**src/rtl/mfrd_pkg.sv**
```systemverilog
package mfrd_pkg;

    // Register reset values and indexes
    localparam logic [15:0] OPCODE_RESET   = 16'h03FC;
    localparam logic [30:0] MAX_MU_RESET   = 31'd100000;
    localparam logic        CFG_IDX_OPCODE = 1'b0;
    localparam logic        CFG_IDX_MAX_MU = 1'b1;

    // Body layout
    localparam logic [2:0]  POS_OPC_LO     = 3'd0;
    localparam logic [2:0]  POS_OPC_HI     = 3'd1;
    localparam logic [2:0]  POS_FLT_FIRST  = 3'd3;
    localparam logic [2:0]  POS_SAT        = 3'd7;

    // Scaling
    localparam logic signed [8:0] EXP_BIAS       = 9'sd3;
    localparam logic [7:0]        MAX_DOWN_STEPS = 8'd9;
    localparam logic [31:0]       MUL_TEN        = 32'd10;
    // floor(x / 10) == (x * RECIP_TEN) >> 35 for every 32-bit x
    localparam logic [31:0]       RECIP_TEN      = 32'hCCCC_CCCD;
    localparam int                RECIP_SHIFT    = 35;
    localparam logic [31:0]       ROUND_HALF     = 32'd5;

    typedef struct packed {
        logic [7:0] data_byte;
        logic       last_byte;
    } t_in_item;

    typedef struct packed {
        logic        accepted;
        logic [30:0] value_milliunits;
    } t_out_item;

    typedef struct packed {
        logic        ok;
        logic        neg;
        logic        up;
        logic [7:0]  count;
        logic [31:0] mag;
    } t_scale_req;

    typedef enum logic [2:0] {
        S_IDLE = 3'b001,
        S_RUN  = 3'b010,
        S_DONE = 3'b100
    } t_state;

endpackage

```
**src/rtl/mfrd_scaler.sv**
```systemverilog
module mfrd_scaler (
    input  logic                 i_clk,
    input  logic                 i_rst_n,
    input  logic                 i_start,
    input  mfrd_pkg::t_scale_req i_req,
    input  logic [30:0]          i_max_mu,
    input  logic                 i_take,
    output logic                 o_idle,
    output logic                 o_done,
    output mfrd_pkg::t_out_item  o_result
);
    import mfrd_pkg::*;

    t_state      r_state, n_state;
    logic        r_ok, n_ok;
    logic        r_neg, n_neg;
    logic        r_up, n_up;
    logic [7:0]  r_cnt, n_cnt;
    logic [31:0] r_mag, n_mag;

    logic [31:0] w_opa;
    logic [31:0] w_opb;
    logic [63:0] w_prod;
    logic        w_ovf;
    logic        w_finish;
    logic        w_acc;

    // Shared multiplier: times ten going up, reciprocal of ten going down
    assign w_opa  = (!r_up && r_cnt == 8'd1) ? r_mag + ROUND_HALF : r_mag;
    assign w_opb  = r_up ? MUL_TEN : RECIP_TEN;
    assign w_prod = 64'(w_opa) * 64'(w_opb);
    assign w_ovf  = r_up && (w_prod[63:31] != '0);

    assign w_finish = !r_ok || (r_cnt == '0) || (r_mag == '0);

    always_comb begin
        n_state = r_state;
        n_ok    = r_ok;
        n_neg   = r_neg;
        n_up    = r_up;
        n_cnt   = r_cnt;
        n_mag   = r_mag;
        unique case (r_state)
            S_IDLE: begin
                if (i_start) begin
                    n_state = S_RUN;
                    n_ok    = i_req.ok;
                    n_neg   = i_req.neg;
                    n_up    = i_req.up;
                    n_cnt   = i_req.count;
                    n_mag   = i_req.mag;
                end
            end
            S_RUN: begin
                if (w_finish) begin
                    n_state = S_DONE;
                end else begin
                    n_cnt = r_cnt - 8'd1;
                    n_mag = r_up ? w_prod[31:0] : 32'(w_prod[63:RECIP_SHIFT]);
                    if (w_ovf) begin
                        n_ok = 1'b0;
                    end
                end
            end
            S_DONE: begin
                if (i_take) begin
                    n_state = S_IDLE;
                end
            end
            default: n_state = S_IDLE;
        endcase
    end

    always_ff @(posedge i_clk) begin
        if (!i_rst_n) begin
            r_state <= S_IDLE;
        end else begin
            r_state <= n_state;
        end
        r_ok  <= n_ok;
        r_neg <= n_neg;
        r_up  <= n_up;
        r_cnt <= n_cnt;
        r_mag <= n_mag;
    end

    // Negative values pass only when they rounded to zero
    assign w_acc = r_ok && (!r_neg || r_mag == '0) && !r_mag[31]
                   && (r_mag[30:0] <= i_max_mu);

    assign o_idle                    = (r_state == S_IDLE);
    assign o_done                    = (r_state == S_DONE);
    assign o_result.accepted         = w_acc;
    assign o_result.value_milliunits = w_acc ? r_mag[30:0] : '0;

    a_up_no_ovf: assert property (@(posedge i_clk) disable iff (!i_rst_n)
        (r_state == S_RUN && r_up && r_ok) |-> !r_mag[31])
        else $error("upscale magnitude out of range while still valid");

    a_cnt_step: assert property (@(posedge i_clk) disable iff (!i_rst_n)
        (r_state == S_RUN && !w_finish) |=> (r_cnt == $past(r_cnt) - 8'd1))
        else $error("step counter did not advance");

    a_down_shrinks: assert property (@(posedge i_clk) disable iff (!i_rst_n)
        (r_state == S_RUN && !r_up && !w_finish) |=> (r_mag <= $past(r_mag)))
        else $error("downscale step grew the magnitude");

    a_down_bound: assert property (@(posedge i_clk) disable iff (!i_rst_n)
        (r_state == S_RUN && !r_up) |-> (r_cnt <= MAX_DOWN_STEPS))
        else $error("downscale step count too large");

endmodule

```
**src/rtl/medical_float_response_decoder.sv**
```systemverilog
// After the last byte the result passes through the scaling iterations, the done state
//   and the output register load.
// Throughput: one byte per cycle while collecting, unless a last byte waits for the
//   previous result to be taken; one body at a time through scaling.
// The scaling loop runs on one shared 32x32 multiplier, one power of ten per cycle.
// Reset (synchronous, active low) empties the body capture and the output register
//   and loads opcode 0x03FC and a ceiling of 100000 milli-units.
module medical_float_response_decoder (
    input  logic                i_clk,
    input  logic                i_rst_n,
    input  logic                i_in_valid,
    output logic                o_in_ready,
    input  mfrd_pkg::t_in_item  i_in_item,
    output logic                o_out_valid,
    input  logic                i_out_ready,
    output mfrd_pkg::t_out_item o_out_item,
    input  logic                i_cfg_we,
    input  logic                i_cfg_idx,
    input  logic [30:0]         i_cfg_data
);
    import mfrd_pkg::*;

    // Configuration
    logic [15:0] r_exp_opcode;
    logic [30:0] r_max_mu;

    // Body capture
    logic [2:0]  r_pos, n_pos;
    logic [15:0] r_opcode, n_opcode;
    logic [31:0] r_float, n_float;

    // Output register
    logic        r_out_valid;
    t_out_item   r_out_item;

    logic        w_accept;
    logic        w_start;
    logic        w_take;
    logic        sc_idle;
    logic        sc_done;
    t_out_item   sc_result;
    t_scale_req  w_req;

    logic signed [8:0]  w_pw;
    logic        [8:0]  w_steps;
    logic        [24:0] w_mag;
    logic        [2:0]  w_fpos;

    // Hold off all bytes while scaling and a last byte while the previous result is untaken
    assign o_in_ready = sc_idle && !(r_out_valid && i_in_item.last_byte);
    assign w_accept   = i_in_valid && o_in_ready;
    assign w_start    = w_accept && i_in_item.last_byte;
    assign w_take     = sc_done && (!r_out_valid || i_out_ready);

    always_ff @(posedge i_clk) begin
        if (!i_rst_n) begin
            r_exp_opcode <= OPCODE_RESET;
            r_max_mu     <= MAX_MU_RESET;
        end else if (i_cfg_we) begin
            unique case (i_cfg_idx)
                CFG_IDX_OPCODE: r_exp_opcode <= i_cfg_data[15:0];
                CFG_IDX_MAX_MU: r_max_mu     <= i_cfg_data;
                default:        r_max_mu     <= r_max_mu;
            endcase
        end
    end

    // Drop the byte into its slot: opcode bytes 0-1, float bytes 3-6, skip the rest
    assign w_fpos = r_pos - POS_FLT_FIRST;

    always_comb begin
        n_opcode = r_opcode;
        n_float  = r_float;
        priority if (r_pos == POS_OPC_LO) begin
            n_opcode[7:0] = i_in_item.data_byte;
        end else if (r_pos == POS_OPC_HI) begin
            n_opcode[15:8] = i_in_item.data_byte;
        end else if (r_pos >= POS_FLT_FIRST && r_pos != POS_SAT) begin
            n_float[w_fpos[1:0]*8 +: 8] = i_in_item.data_byte;
        end else begin
            // Flags byte and trailing bytes leave the capture alone
            n_float = r_float;
        end
        n_pos = (r_pos == POS_SAT) ? r_pos : r_pos + 3'd1;
    end

    always_ff @(posedge i_clk) begin
        if (!i_rst_n) begin
            r_pos    <= '0;
            r_opcode <= '0;
            r_float  <= '0;
        end else if (w_accept) begin
            r_pos    <= i_in_item.last_byte ? 3'd0 : n_pos;
            r_opcode <= i_in_item.last_byte ? 16'd0 : n_opcode;
            r_float  <= i_in_item.last_byte ? 32'd0 : n_float;
        end
    end

    // Set up the scaling job: magnitude, sign and decimal shift of the mantissa
    assign w_pw    = 9'(signed'(n_float[31:24])) + EXP_BIAS;
    assign w_steps = 9'(-w_pw);
    assign w_mag   = n_float[23] ? 25'(-{1'b1, n_float[23:0]}) : {1'b0, n_float[23:0]};

    always_comb begin
        w_req.ok  = (n_pos == POS_SAT) && (n_opcode == r_exp_opcode);
        w_req.neg = n_float[23];
        w_req.up  = !w_pw[8];
        w_req.mag = 32'(w_mag);
        priority if (!w_pw[8]) begin
            w_req.count = w_pw[7:0];
        end else if (w_steps > 9'(MAX_DOWN_STEPS)) begin
            // Divisor beyond 10^9 always rounds the mantissa to zero
            w_req.count = '0;
            w_req.mag   = '0;
        end else begin
            w_req.count = w_steps[7:0];
        end
    end

    mfrd_scaler u_scaler (
        .i_clk    (i_clk),
        .i_rst_n  (i_rst_n),
        .i_start  (w_start),
        .i_req    (w_req),
        .i_max_mu (r_max_mu),
        .i_take   (w_take),
        .o_idle   (sc_idle),
        .o_done   (sc_done),
        .o_result (sc_result)
    );

    // Output register: load on finish, clear when the item is taken
    always_ff @(posedge i_clk) begin
        if (!i_rst_n) begin
            r_out_valid <= 1'b0;
        end else if (w_take) begin
            r_out_valid <= 1'b1;
        end else if (i_out_ready) begin
            r_out_valid <= 1'b0;
        end
        if (w_take) begin
            r_out_item <= sc_result;
        end
    end

    assign o_out_valid = r_out_valid;
    assign o_out_item  = r_out_item;

    a_reject_zero: assert property (@(posedge i_clk) disable iff (!i_rst_n)
        (r_out_valid && !r_out_item.accepted) |-> (r_out_item.value_milliunits == '0))
        else $error("rejected item carries a value");

    a_busy_no_in: assert property (@(posedge i_clk) disable iff (!i_rst_n)
        !sc_idle |-> !o_in_ready)
        else $error("input ready while scaling");

    a_out_in_range: assert property (@(posedge i_clk) disable iff (!i_rst_n)
        (w_take && sc_result.accepted) |-> (sc_result.value_milliunits <= r_max_mu))
        else $error("accepted value above ceiling");

endmodule

```
**config.mk**
```make
export PLATFORM = sky130hd
export DESIGN_NAME = medical_float_response_decoder
export DESIGN_NICKNAME = d
export VERILOG_FILES = /design/src/rtl/mfrd_pkg.sv /design/src/rtl/mfrd_scaler.sv /design/src/rtl/medical_float_response_decoder.sv
export SDC_FILE = /design/constraint.sdc
export NUM_CORES = 2
export LEC_CHECK = 0
export ABC_AREA = 1
export ABC_CLOCK_PERIOD_IN_PS = 7400
export BUFFER_PORTS_ARGS = -buffer_cell sky130_fd_sc_hd__buf_2
export CAP_MARGIN = 40
export CORE_MARGIN = 2
export CORE_UTILIZATION = 60
export CTS_CLUSTER_DIAMETER = 80
export DETAILED_ROUTE_END_ITERATION = 10
export PLACE_DENSITY = 0.8
export SETUP_SLACK_MARGIN = 0.5
export SYNTH_ARGS = -nofsm -noshare
export SYNTH_HDL_FRONTEND = slang
export SYNTH_SLANG_ARGS = --single-unit
export TNS_END_PERCENT = 50
```
**constraint.sdc**
```tcl
create_clock -name i_clk -period 7.4 [get_ports i_clk]
set_input_delay 1.48 -clock i_clk [delete_from_list [all_inputs] [get_ports i_clk]]
set_output_delay 1.48 -clock i_clk [all_outputs]
set_load 0.01 [all_outputs]
```
Word level (Yosys, flattened, before mapping)
Cells that the tools add are included.
{"block": "classes", "n_addsub": 8, "multipliers": 1, "div": 0, "magnitude_cmp": 3, "n_eq_ne": 14, "shifts": 2, "mux": 35, "bitwise": 1, "reduce_logical": 35}
{"cell": "$mux W32", "n": 9}
{"cell": "$mux W25", "n": 3}
{"cell": "$mul A32 B32 Y64", "n": 1}
{"cell": "$pmux W32 S2", "n": 1}
{"cell": "$mux W8", "n": 7}
{"cell": "$neg A5 Y34", "n": 1}
{"cell": "$shift A8 B34 Y32 const A", "n": 1}
{"cell": "$shiftx A8 B34 Y32", "n": 1}
{"cell": "$reduce_bool A33 Y1", "n": 1}
{"cell": "$add A32 B3 Y32 const B", "n": 1}
{"cell": "$bwmux W32", "n": 1}
{"cell": "$logic_not A32 Y1", "n": 1}
{"cell": "$le A31 B31 Y1", "n": 1}
{"cell": "$neg A25 Y25", "n": 1}
{"cell": "$eq A16 B16 Y1", "n": 1}
{"cell": "$mux W16", "n": 1}
{"cell": "$pmux W8 S2", "n": 1}
{"cell": "$mux W3", "n": 5}
{"cell": "$logic_and A1 B1 Y1", "n": 12}
{"cell": "$add A8 B3 Y9 const B", "n": 1}
{"cell": "$eq A3 B3 Y1 const B", "n": 3}
{"cell": "$gt A9 B4 Y1 const B", "n": 1}
{"cell": "$neg A9 Y9", "n": 1}
{"cell": "$pmux W3 S3", "n": 1}
{"cell": "other kinds (21)", "n": 42}
{"block": "word_totals", "reg_bits": 177, "latchBits": 0, "ramBits": 0, "rom_bits": 0, "wordCells": 113, "memories": 0}

Logic depth before layout (Yosys ltp)
{"block": "logic_depth", "ltp_word": 14, "depth_mapped": 49, "mapped_depth_nobuf": 48}

Modules after synthesis
Synthesis repeated with hierarchy kept, for this count alone.
{"block": "unflattened", "hier_cells": 4197, "hier_area_um2": 32243.4}
{"module": "mfrd_scaler", "n_inst": 1, "cells_each": 3210, "area_each_um2": 25207.9}
{"module": "medical_float_response_decoder", "n_inst": 1, "cells_each": 987, "area_each_um2": 7035.5}

Worst setup path before layout
OpenSTA, ideal clock, no wires.
{"block": "synth_timing", "path_kind": "flip-flop to flip-flop", "from": "reg u_scaler.r_cnt[1]", "to": "reg u_scaler.r_ok, enable pin", "setup_ns": 0.236, "arrival_time_ns": 7.930, "t_required_ns": 7.164, "setup_slack_ns": -0.766, "stages_incl_launch_ff": 43, "n_path_buf": 0, "cell_sequence": "edfxtp_1 > inv_1 > ha_1 > inv_1 > nor4_2 > nand4_1 > nor2_1 > nand3_1 > xor2_1 > nand2_1 > nor2_1 > inv_1 > nand2_1 > inv_1 > fa_1 > inv_1 > fa_1 > inv_1 > (+7 left out) > ha_1 > nand2_1 > nor2_1 > inv_1 > nor2_1 > nand2_1 > nor2_1 > nand2_1 > nand3_1 > nand2_1 > nand2_1 > nand2_1 > nor2_1 > nand2_1 > nor2_1 > nand4_1 > nand2_1 > inv_1"}
{"block": "synth_via", "elab_chain_len": 8, "word_cells_on_any_way": 12, "cone_classes": "mul: 1; eq/ne: 3; mux: 1; reduce/logical: 7"}
{"element": "from (decl)", "line_no": "mfrd_scaler.sv:18", "text": "logic [7:0] r_cnt, n_cnt;"}
{"element": "from (signal assigned)", "line_no": "mfrd_scaler.sv:83", "text": "r_cnt <= n_cnt;"}
{"element": "$eq A8 B1 Y1", "line_no": "mfrd_scaler.sv:29", "text": "assign w_opa = (!r_up && r_cnt == 8'd1) ? r_mag + ROUND_HALF : r_mag;"}
{"element": "$logic_and A1 B1 Y1", "line_no": "mfrd_scaler.sv:29"}
{"element": "$mux W32", "line_no": "mfrd_scaler.sv:29"}
{"element": "$mul A32 B32 Y64", "line_no": "mfrd_scaler.sv:31", "text": "assign w_prod = 64'(w_opa) * 64'(w_opb);"}
{"element": "$reduce_bool A33 Y1", "line_no": "mfrd_scaler.sv:32", "text": "assign w_ovf = r_up && (w_prod[63:31] != '0);"}
{"element": "$logic_and A1 B1 Y1", "line_no": "mfrd_scaler.sv:32"}
{"element": "$ne A2 B1 Y1 (no source line)"}
{"element": "$reduce_and A4 Y1 (no source line) (*)"}
{"element": "to (signal assigned)", "line_no": "mfrd_scaler.sv:80", "text": "r_ok <= n_ok;"}
{"element": "to (decl)", "line_no": "mfrd_scaler.sv:15", "text": "logic r_ok, n_ok;"}
Every way passes the cells marked *; elsewhere a longest branch is shown, timed or not.
A chain may end at the register's enable or synchronous reset.

Final worst setup path
{"block": "layout_timing", "from": "reg u_scaler.r_cnt[1]", "to": "reg u_scaler.r_mag[23], data pin"}
{"block": "layout_via", "elab_chain_len": 7}
{"element": "$eq A8 B1 Y1", "line_no": "mfrd_scaler.sv:29"}
{"element": "$logic_and A1 B1 Y1", "line_no": "mfrd_scaler.sv:29"}
{"element": "$mux W32", "line_no": "mfrd_scaler.sv:29"}
{"element": "$mul A32 B32 Y64", "line_no": "mfrd_scaler.sv:31"}
{"element": "$mux W32", "line_no": "mfrd_scaler.sv:59", "text": "n_mag = r_up ? w_prod[31:0] : 32'(w_prod[63:RECIP_SHIFT]);"}
{"element": "$mux W32", "line_no": "mfrd_scaler.sv:55", "text": "if (w_finish) begin"}
{"element": "$pmux W32 S2", "line_no": "mfrd_scaler.sv:43", "text": "unique case (r_state)"}
{"element": "net u_scaler.n_mag[23]", "line_no": "mfrd_scaler.sv:19", "text": "logic [31:0] r_mag, n_mag;"}
{"element": "to (signal assigned)", "line_no": "mfrd_scaler.sv:84", "text": "r_mag <= n_mag;"}
{"element": "to (decl)", "line_no": "mfrd_scaler.sv:19"}
The timed path passes the listed nets, and every way through them passes these cells. The select of a mux whose other input is x is not followed.

==> flow_summary.json <==
{
  "drc": 0,
  "synth_edf_count": 75,
  "synth_area_um2": 31800,
  "grt_overflow": 0,
  "syn_to_final_growth_pct": 30.0,
  "finalPower_uw": 11200,
  "cp-startpoint": "u_scaler.r_cnt[1]$_DFFE_PP_",
  "postCtsHoldBufs": 0,
  "end_kind": "flop",
  "fin_ws_ns": -1.50,
  "cpPeakStageDelay_ns": 0.58,
  "grt.total_usage_pct": 43.5,
  "clkSinkCount": 177,
  "synth_area_per_cell_um2": 7.57,
  "worst-setup-path-type": "reg2reg",
  "num_vias": 31700,
  "core_area_um2": 52400,
  "ys_async_sr_fraction_pct": 0,
  "synth_top_area_cell": "fa_1",
  "grt_max_degree": 53,
  "finalMaxSlewViolations": 0,
  "via_per_inst": 5.65,
  "dr.pass1.iters": 9,
  "max_clock_freq_ghz": 0.112,
  "num_rows": 84,
  "reg2reg_depth": 41,
  "syn_inst": 4194,
  "critPathSlowestCell": "fa_2",
  "tightest_slew_ns": 0.821,
  "path_max_fanout": 4,
  "setup.worst_path.end": "u_scaler.r_mag[23]$_DFFE_PP_",
  "failed_checks": "negative setup slack",
  "ir_drop_mv": 0.242,
  "ys.flop_type": "dfxtp_1",
  "grt_first_pass_wirelength_um": 176000,
  "grt_pass1_vias": 30200,
  "synthTopCellsByArea": "fa_1 (28%), ha_1 (16%), inv_1 (13%)",
  "drtAntennaViolNets": 0,
  "synth_cell_types": 56,
  "worstSkewPairLatency_ns": 0.46,
  "die_h_um": 234,
  "reg2reg_setup_slack_ns": -1.50,
  "synth.ff_latch_count": 177,
  "cts_max_level": 4,
  "tritoncts": "built",
  "holdWs_ns": 0.466,
  "syn_nets": 5094,
  "portBuffers": 79,
  "synth-seq-area-share_pct": 13.5,
  "synth_top_area_share_pct": 27.7,
  "gp_congestion": 1.10,
  "pin_count": 80,
  "drive_gt1_share_pct": 26.8,
  "antenna_found_initial": 5,
  "crit_arrival_ns": 9.07,
  "hpwl_um": 100000,
  "setup_viol": 33,
  "rsz0062_at_grt": "yes",
  "crit_path_start_kind": "flop",
  "yosysMostFrequentCell": "inv_1",
  "crit_required_ns": 7.57,
  "status": "finished with violations",
  "dieArea_um2": 54800,
  "fin_crit_ns": 8.90,
  "die_w_um": 234,
  "n_fill_cell": 3611,
  "routedWlPerCell_um": 22.1,
  "power_density_nw_per_um2": 271,
  "start_util_pct": 60.6,
  "cts_root_buf": "clkbuf_16",
  "path_common_cell": "nand2_1",
  "post-route-period-util_pct": 120,
  "hold_viol_final": 0,
  "drv_cap": 0,
  "cts_buffers": 17,
  "clkTransAtPathRegs_ns": 0.07,
  "clockBufferDepth": 2,
  "leakage_uw": 0.0224,
  "ys_top_cells_by_count": "inv_1 (1077), nand2_1 (1013), fa_1 (439)",
  "nets": 5815,
  "maxSlewHeadroom_pct": 44.8,
  "drtIter0Drc": 3688,
  "yosys_warnings": 0,
  "fin_skew_ns": 0.0205,
  "wirelength_um": 124000,
  "hold_path.class": "reg2reg",
  "worstReg2RegStart": "u_scaler.r_cnt[1]$_DFFE_PP_",
  "worstReg2RegEnd": "u_scaler.r_mag[23]$_DFFE_PP_"
}
## logic make-up after synthesis
group                    share of synthesized area [%]
AO/OA/AOI/OAI                                     6.44
XOR/XNOR                                          1.68
adder cells (fa/ha/maj)                           44.0
buffers and inverters                             13.6
flip-flops                                        13.5
other                                           0.0118
AND/OR/NAND/NOR                                   20.8
## power breakdown
group	internal [uW]	switching, uW
logic	3660	5230
clock network	519	458
registers	1200	136
total	5380	5820
## area by class of cell
class	instances	area, um^2	share of cell area (%)
repair buffers	758	5720	13.8
flip-flops and latches	177	4290	10.4
inverters	1086	4090	9.90
multi-input cells	2875	25700	62.2
clock inverters	13	179	0.433
diodes	1	2.50	0.00606
well taps	688	861	2.08
clock buffers	19	464	1.12
## worst min path at each step
stage | startpoint | end | slack (ns) | cells after the start
floorplan | r_max_mu[11]$_SDFFE_PN0P_ | r_max_mu[11]$_SDFFE_PN0P_ | 0.44 | 2
detailed placement | r_max_mu[11]$_SDFFE_PN0P_ | r_max_mu[11]$_SDFFE_PN0P_ | 0.45 | 2
global route | r_opcode[7]$_SDFFE_PN0P_ | r_opcode[7]$_SDFFE_PN0P_ | 0.48 | 2
finish | r_float[26]$_SDFFE_PN0P_ | r_float[26]$_SDFFE_PN0P_ | 0.47 | 2
CTS | r_float[15]$_SDFFE_PN0P_ | r_float[15]$_SDFFE_PN0P_ | 0.47 | 2
global placement | r_max_mu[11]$_SDFFE_PN0P_ | r_max_mu[11]$_SDFFE_PN0P_ | 0.45 | 2
## sequential cells by signal, summed over array words and instances (netlist names)
register          cells
u_scaler.r_state      3
r_max_mu             31
o_out_valid           1
u_scaler.r_cnt        8
r_opcode             16
u_scaler.r_mag       32
u_scaler.r_ok         1
r_exp_opcode         16
r_float              32
u_scaler.r_neg        1
r_pos                 3
o_out_item           32
u_scaler.r_up         1
## placed cells by master, fill, tap and decap left out, types with 50 or more instances in the layout
cell / netlist / routed
edfxtp_1: 75 / 75
buf_2: 1 / 80
nor2_4: 2 / 50
fa_1: 439 / 393
ha_1: 415 / 335
dfxtp_1: 102 / 102
ha_4: 0 / 69
inv_2: 7 / 58
o21ai_0: 113 / 104
nand2_2: 7 / 121
inv_1: 1077 / 1020
nand2_1: 1013 / 871
buf_4: 2 / 641
nand3_1: 118 / 98
nor2_1: 296 / 214
a21oi_1: 172 / 157
## per-stage QoR
stage          cells  setup slack, ns  setup TNS (ns)  cell area [um^2]  util (%)
6_report        5617            -1.50          -41.36             41300      78.8
5_1_grt         5616            -1.70          -47.04             41300      78.8
4_1_cts         5573            -1.20          -32.11             39500      75.4
3_5_place_dp    5523            -1.56          -40.65             38100      72.6
3_3_place_gp    5519            -1.43          -36.05             38000      72.5
2_1_floorplan   4194           -0.257          -0.309             32300         -
## metal layers
metal | share of wire [%] | up-vias | GRT usage (%)
met5 | 0.19 | - | 1.52
met4 | 6.7 | 10 | 17.9
met3 | 11 | 535 | 11.3
met2 | 44 | 1940 | 67.0
met1 | 38 | 15100 | 58.1
li1 | - | 14200 | -
## repair_timing
item                                   4_1_cts  5_1_grt
buffers inserted                            18       43
gates resized for setup                    158      339
pin swaps                                   60      207
setup endpoints to repair                   33       33
endpoints found under the hold margin        0        0
## critical path: cells and delay by family (launching register included)
| kind | cells | cell delay [ns] |
|---|---|---|
| AOI/OAI and AO/OA | 1 | 0.20 |
| xor gates and xnor gates | 1 | 0.35 |
| adders and majority gates | 10 | 4.02 |
| buffers and inverters | 15 | 1.68 |
| DFF | 1 | 0.40 |
| and+or+nand+nor | 14 | 1.93 |
Power figures use the tool's default switching activity.
